## src/sv/sbb_lane.sv

```systemverilog
// one channel lane: window accumulator and rounding divide
module sbb_lane (
  input  logic        clk,
  input  logic        clr,
  input  logic        acc_en,
  input  logic [7:0]  pix,
  input  logic        div_start,
  input  logic [7:0]  dvsr,
  input  logic        enable,
  output logic [7:0]  result
);
  // window sum up to 225*255, fits in 16 bits
  logic [15:0] sum_r;
  logic [16:0] rem_r;
  logic [16:0] quo_r;
  logic [4:0]  cnt_r;
  logic [16:0] trial;

  assign trial = {rem_r[15:0], quo_r[16]} - {9'd0, dvsr};

  always_ff @(posedge clk) begin
    if (clr) begin
      sum_r <= '0;
    end else if (acc_en) begin
      sum_r <= sum_r + {8'd0, pix};
    end
    if (div_start) begin
      // numerator includes the half divisor for round to nearest
      quo_r <= {1'b0, sum_r} + {10'd0, dvsr[7:1]};
      rem_r <= '0;
      cnt_r <= 5'd17;
    end else if (cnt_r != 5'd0) begin
      cnt_r <= cnt_r - 5'd1;
      if (!trial[16]) begin
        rem_r <= trial;
        quo_r <= {quo_r[15:0], 1'b1};
      end else begin
        rem_r <= {rem_r[15:0], quo_r[16]};
        quo_r <= {quo_r[15:0], 1'b0};
      end
    end
  end

  always_comb begin
    if (!enable) begin
      result = 8'd0;
    end else if (quo_r > 17'd255) begin
      result = 8'd255;
    end else begin
      result = quo_r[7:0];
    end
  end
endmodule

```

## config.mk

```make
export PLATFORM = sky130hd
export DESIGN_NAME = sbb_lane
export DESIGN_NICKNAME = d
export VERILOG_FILES = /design/src/sv/sbb_lane.sv
export SDC_FILE = /design/constraint.sdc
export NUM_CORES = 1
export LEC_CHECK = 0
export BUFFER_PORTS_ARGS = -buffer_cell sky130_fd_sc_hd__buf_2
export CORE_ASPECT_RATIO = 0.7
export CORE_MARGIN = 2
export CORE_UTILIZATION = 30
export DETAILED_ROUTE_END_ITERATION = 16
export GPL_ROUTABILITY_DRIVEN = 1
export PLACE_DENSITY = 0.45
export SYNTH_ARGS = -nofsm -noshare
export SYNTH_HDL_FRONTEND = slang
export SYNTH_SLANG_ARGS = --single-unit
```

## constraint.sdc

```tcl
create_clock -name clk -period 2.7 [get_ports clk]
set_input_delay 0.54 -clock clk [delete_from_list [all_inputs] [get_ports clk]]
set_output_delay 0.54 -clock clk [all_outputs]
set_load 0.05 [all_outputs]
```

## After elaboration in Yosys (flattened, before gate mapping)

Cells that the tools add are included.

- Logic and storage cells: 17
- Register bits: 54
- Bits of input ports: 21
- Output and inout port bits: 8

- Add/subtract/negate cells: 4
- Multiplexer cells: 6
- Reduce and logical (&&, ||, !) cells: 2
- Magnitude comparators: 1

Operator list:

| kind | count |
|---|---|
| 17-bit 2-to-1 mux | 2 |
| 16-bit by 7-bit adder with 17-bit output | 1 |
| 17-bit by 8-bit greater-than comparator with 1-bit output (second input constant) | 1 |
| 17-bit by 8-bit subtractor with 17-bit output | 1 |
| 16-bit by 8-bit adder with 16-bit output | 1 |
| 16-bit 2-to-1 mux | 1 |
| 8-bit 2-to-1 mux | 2 |
| 5-bit nonzero test | 1 |
| 5-bit by 1-bit subtractor with 5-bit output (second input constant) | 1 |
| 2-bit nonzero test | 1 |
| 1-bit 2-to-1 mux | 1 |

## Logic depth before layout (Yosys ltp)

- Depth in word-level cells: 4
- Mapped depth: 10
- Mapped depth without buffers: 9

## Worst setup path after synthesis

OpenSTA, ideal clock, no wires.

- Path type: input -> register
- From: input port dvsr[2]
- To: register rem_r[11]
- Arrival time: 2.433 ns
- Required time: 2.626 ns
- Slack: 0.193 ns
- Stages: 8
- Buffers on the path: 0
- Setup time: 0.074 ns
- Path through: inv_1 ha_1 nor2b_1 o31a_1 a2111oi_4 xor2_1 or4_1 a31oi_1

- Longest elaborated chain between the ends: 2

RTL lines:

| what | line | RTL |
|---|---|---|
| start: declaration | 8 | `input logic [7:0] dvsr,` |
| 17-bit by 8-bit subtractor with 17-bit output | 19 | `assign trial = {rem_r[15:0], quo_r[16]} - {9'd0, dvsr};` |
| 16-bit 2-to-1 mux | 34 | `if (!trial[16]) begin` |
| end signal: assignment | 35 | `rem_r <= trial;` |
| end signal: assignment | 38 | `rem_r <= {rem_r[15:0], quo_r[16]};` |
| end: declaration | 14 | `logic [16:0] rem_r;` |

No other way between the ends.
A chain may end at the register's enable or synchronous reset.

## Worst setup path in the final report

- From: register quo_r[16]
- To: register rem_r[1]

- Longest elaborated chain between the ends: 2

RTL lines:

| what | line | RTL |
|---|---|---|
| start: declaration | 15 | `logic [16:0] quo_r;` |
| start signal: assignment | 29 | `quo_r <= {1'b0, sum_r} + {10'd0, dvsr[7:1]};` |
| start signal: assignment | 36 | `quo_r <= {quo_r[15:0], 1'b1};` |
| start signal: assignment | 39 | `quo_r <= {quo_r[15:0], 1'b0};` |
| 17-bit by 8-bit subtractor with 17-bit output | 19 |  |
| 16-bit 2-to-1 mux | 34 |  |

No other way between the ends.

==> impl_metrics.yaml <==
status:
  run_status: "completed"
timing:
  period_share: 0.968
  setup_viol: 0
  maxSlewHeadroom: 0.459
  tightest_slew_ns: 0.811
  finalHoldViolCount: 0
  clock_skew_ns: 0.00909
  whs_ns: 0.456
  drv_slew: 0
  period_minus_slack_ns: 2.61
  rsz0062_at_grt: "true"
  clock.fmax_mhz: 383
  fin_setup_tns_ns: 0
place:
  gp_congestion: 0.827
  place_hpwl_um: 7210
  numPortBuffers: 28
  place_area_mm2: 0.00423
  dpl.cell_count: 619
detailed_routing:
  drtIter0Drc: 181
  wirelength_um: 9540
  drt-wirelength-per-cell_um: 15.1
  dr.pass1.iters: 4
  avgViaCountPerCell: 4.97
  ant_nets: 0
  num_vias: 3143
  drc: 0
pwr:
  p_leak_nw: 1.88
  p_per_area_mw_per_mm2: 857
  ir_drop_mv: 0.341
floorplan:
  start_util: 0.311
  coreArea_mm2: 0.0118
  rows: 33
  fp.dieW_um: 136
  dieArea_mm2: 0.0131
  fp.dieH_um: 96.5
  ioPinCount: 29
global_routing:
  grt_overflow: 0
  antenna_found_initial: 0
  grt_pass1_wl_um: 15700
  grt_max_degree: 31
  grt_usage: 0.155
  grt_pass1_vias: 2891
synthesis:
  synth_top_area_cell: "dfxtp_1"
  syn_inst: 413
  synth_seq_area_share: 0.341
  synth_cell_types: 60
  synthArstFlopShare: 0
  yosys_warnings: 0
  synth_area_leaders: "dfxtp_1, edfxtp_1, ha_1"
  synth_ff_type: "dfxtp_1"
  synth-edff-count: 17
  avgSynthCellArea_um2: 8.89
  ys_ff_latch: 54
  synth_top_area_frac: 0.202
  syn_area_mm2: 0.00367
  syn_nets: 461
worst_setup_path:
  cp_slowest_cell: "edfxtp_1"
  arrival_ns: 2.84
  cp-start-kind: "register"
  r2r.worst_path.cells: 11
  path_class: "register to register"
  slowest_delay_ns: 0.41
  cp_cell_sequence: "inv_2 -> ha_4 -> fa_2 -> nor2b_1 -> o31a_1 -> a2111oi_4 -> buf_4 -> xnor2_2 -> buf_6 -> mux2_4 -> o22ai_2"
  cp-end-kind: "register"
  crit_required_ns: 2.92
  worstPathMaxFanout: 5
  ff2ff_setup_slack_ns: 0.09
clock_tree:
  clkLatencyLatePin_ns: 0.30
  clkTransAtPathRegs_ns: 0.07
  cts_tree: "yes"
  cts_buffer_depth: 2
  cts_inserted_buffers: 5
  cts_root_buffer: "clkbuf_16"
  htree_levels: 2
  hold_buffers: 0
  cts.sinks: 54
worst_hold_path:
  hp-class: "register to register"
  hold_path_depth: 2
final_layout:
  antenna_cells: 0
  fillCellCount: 1225
  syn_to_final_growth_pct: 23.4
  stdcell_area_mm2: 0.00453
  nNetsFinal: 522
  final_cells: 632
  drive_gt1_frac: 0.242
run:
  cap_violations: 0
[flip-flops by register name, indices dropped and copies added, names as in the netlist]
| register | cells |
|---|---|
| cnt_r | 5 |
| quo_r | 17 |
| rem_r | 16 |
| sum_r | 16 |
[cells in the mapped netlist, types with 5 or more instances]
cell,instances
mux2_2,8
xor2_1,9
a211oi_1,6
clkbuf_1,13
inv_1,23
nor2b_1,6
edfxtp_1,17
nor2_1,33
a31oi_1,9
nand4_1,5
nor4_1,5
a21oi_1,29
a21o_1,7
ha_1,24
o21ai_0,26
nor3_1,12
dfxtp_1,37
o21a_1,15
nand2_1,28
o21bai_1,5
mux2i_1,6
xnor2_1,19
[worst paths after layout]
kind             start        to
max          quo_r[16]  rem_r[1]
max reg2reg  quo_r[16]  rem_r[1]
min           cnt_r[4]  cnt_r[4]
min reg2reg   cnt_r[4]  cnt_r[4]
[power by group]
part | switching (W) | internal (W) | total, W
logic | 0.000909 | 0.000924 | 0.00183
clock network | 0.000313 | 0.000529 | 0.000842
registers | 0.000163 | 0.00104 | 0.00120
[stage by stage]
| step | util | setup slack [ns] | total power, W |
|---|---|---|---|
| 2_1_floorplan | - | 0.193 | 0.00236 |
| 3_3_place_gp | 0.358 | -0.0979 | 0.00292 |
| 3_5_place_dp | 0.358 | -0.142 | 0.00292 |
| 4_1_cts | 0.375 | 0.0153 | 0.00379 |
| 5_1_grt | 0.383 | -0.0477 | 0.00415 |
| 6_report | 0.383 | 0.0873 | 0.00388 |
[kinds of logic after synthesis]
| group | Yosys count | share of synthesized area |
|---|---|---|
| fa+ha+maj | 27 | 0.0982 |
| flops | 54 | 0.341 |
| compound gates | 123 | 0.226 |
| buf+inv | 42 | 0.0443 |
| mux | 16 | 0.0471 |
| simple gates | 123 | 0.177 |
| xor+xnor | 28 | 0.0668 |
[final cells by class]
class	count	area, µm²	area share
tap	157	196	0.0434
timing repair buffer	73	482	0.106
clock inverter	3	63.8	0.0141
clock buffer	5	125	0.0276
inverter	23	86.3	0.0191
multi-input combinational	317	2320	0.513
sequential	54	1250	0.276
[per-layer routing]
layer  GRT usage  part of all wire  vias up
met4      0.0434             0.012        0
met1       0.259              0.60     1443
met3      0.0271             0.038        9
met2       0.193              0.35       54
li1            -                 -     1637
met5           0                 0        -
[worst max-delay path, delay by kind of cell, from the launching register on]
kind | cells | cell delay, ns
fa+ha+maj | 2 | 0.34
buf+inv | 3 | 0.42
simple gates | 1 | 0.06
xor+xnor | 1 | 0.11
mux | 1 | 0.30
flops | 1 | 0.41
compound gates | 3 | 0.88
[repair_timing]
item,4_1_cts,5_1_grt
hold endpoints to repair,0,0
pin swaps,0,6
gates resized for setup,1,13
endpoints found under the setup margin,4,11
buffers inserted,0,5
[cell usage in the layout, fill, tap and decap left out, types with 6 or more instances in the layout]
master and instances:
a21o_1 7, a31oi_1 9, a211oi_1 6, nor2_1 33, buf_2 28, ha_1 23
a21oi_1 29, o21ai_0 26, o21a_1 15, mux2_2 8, nor3_1 12, nand2_1 28
buf_4 44, inv_1 22, dfxtp_1 37, mux2i_1 6, xor2_1 8, xnor2_1 18
edfxtp_1 17, nor2b_1 6
(Power assumes the default switching activity.)
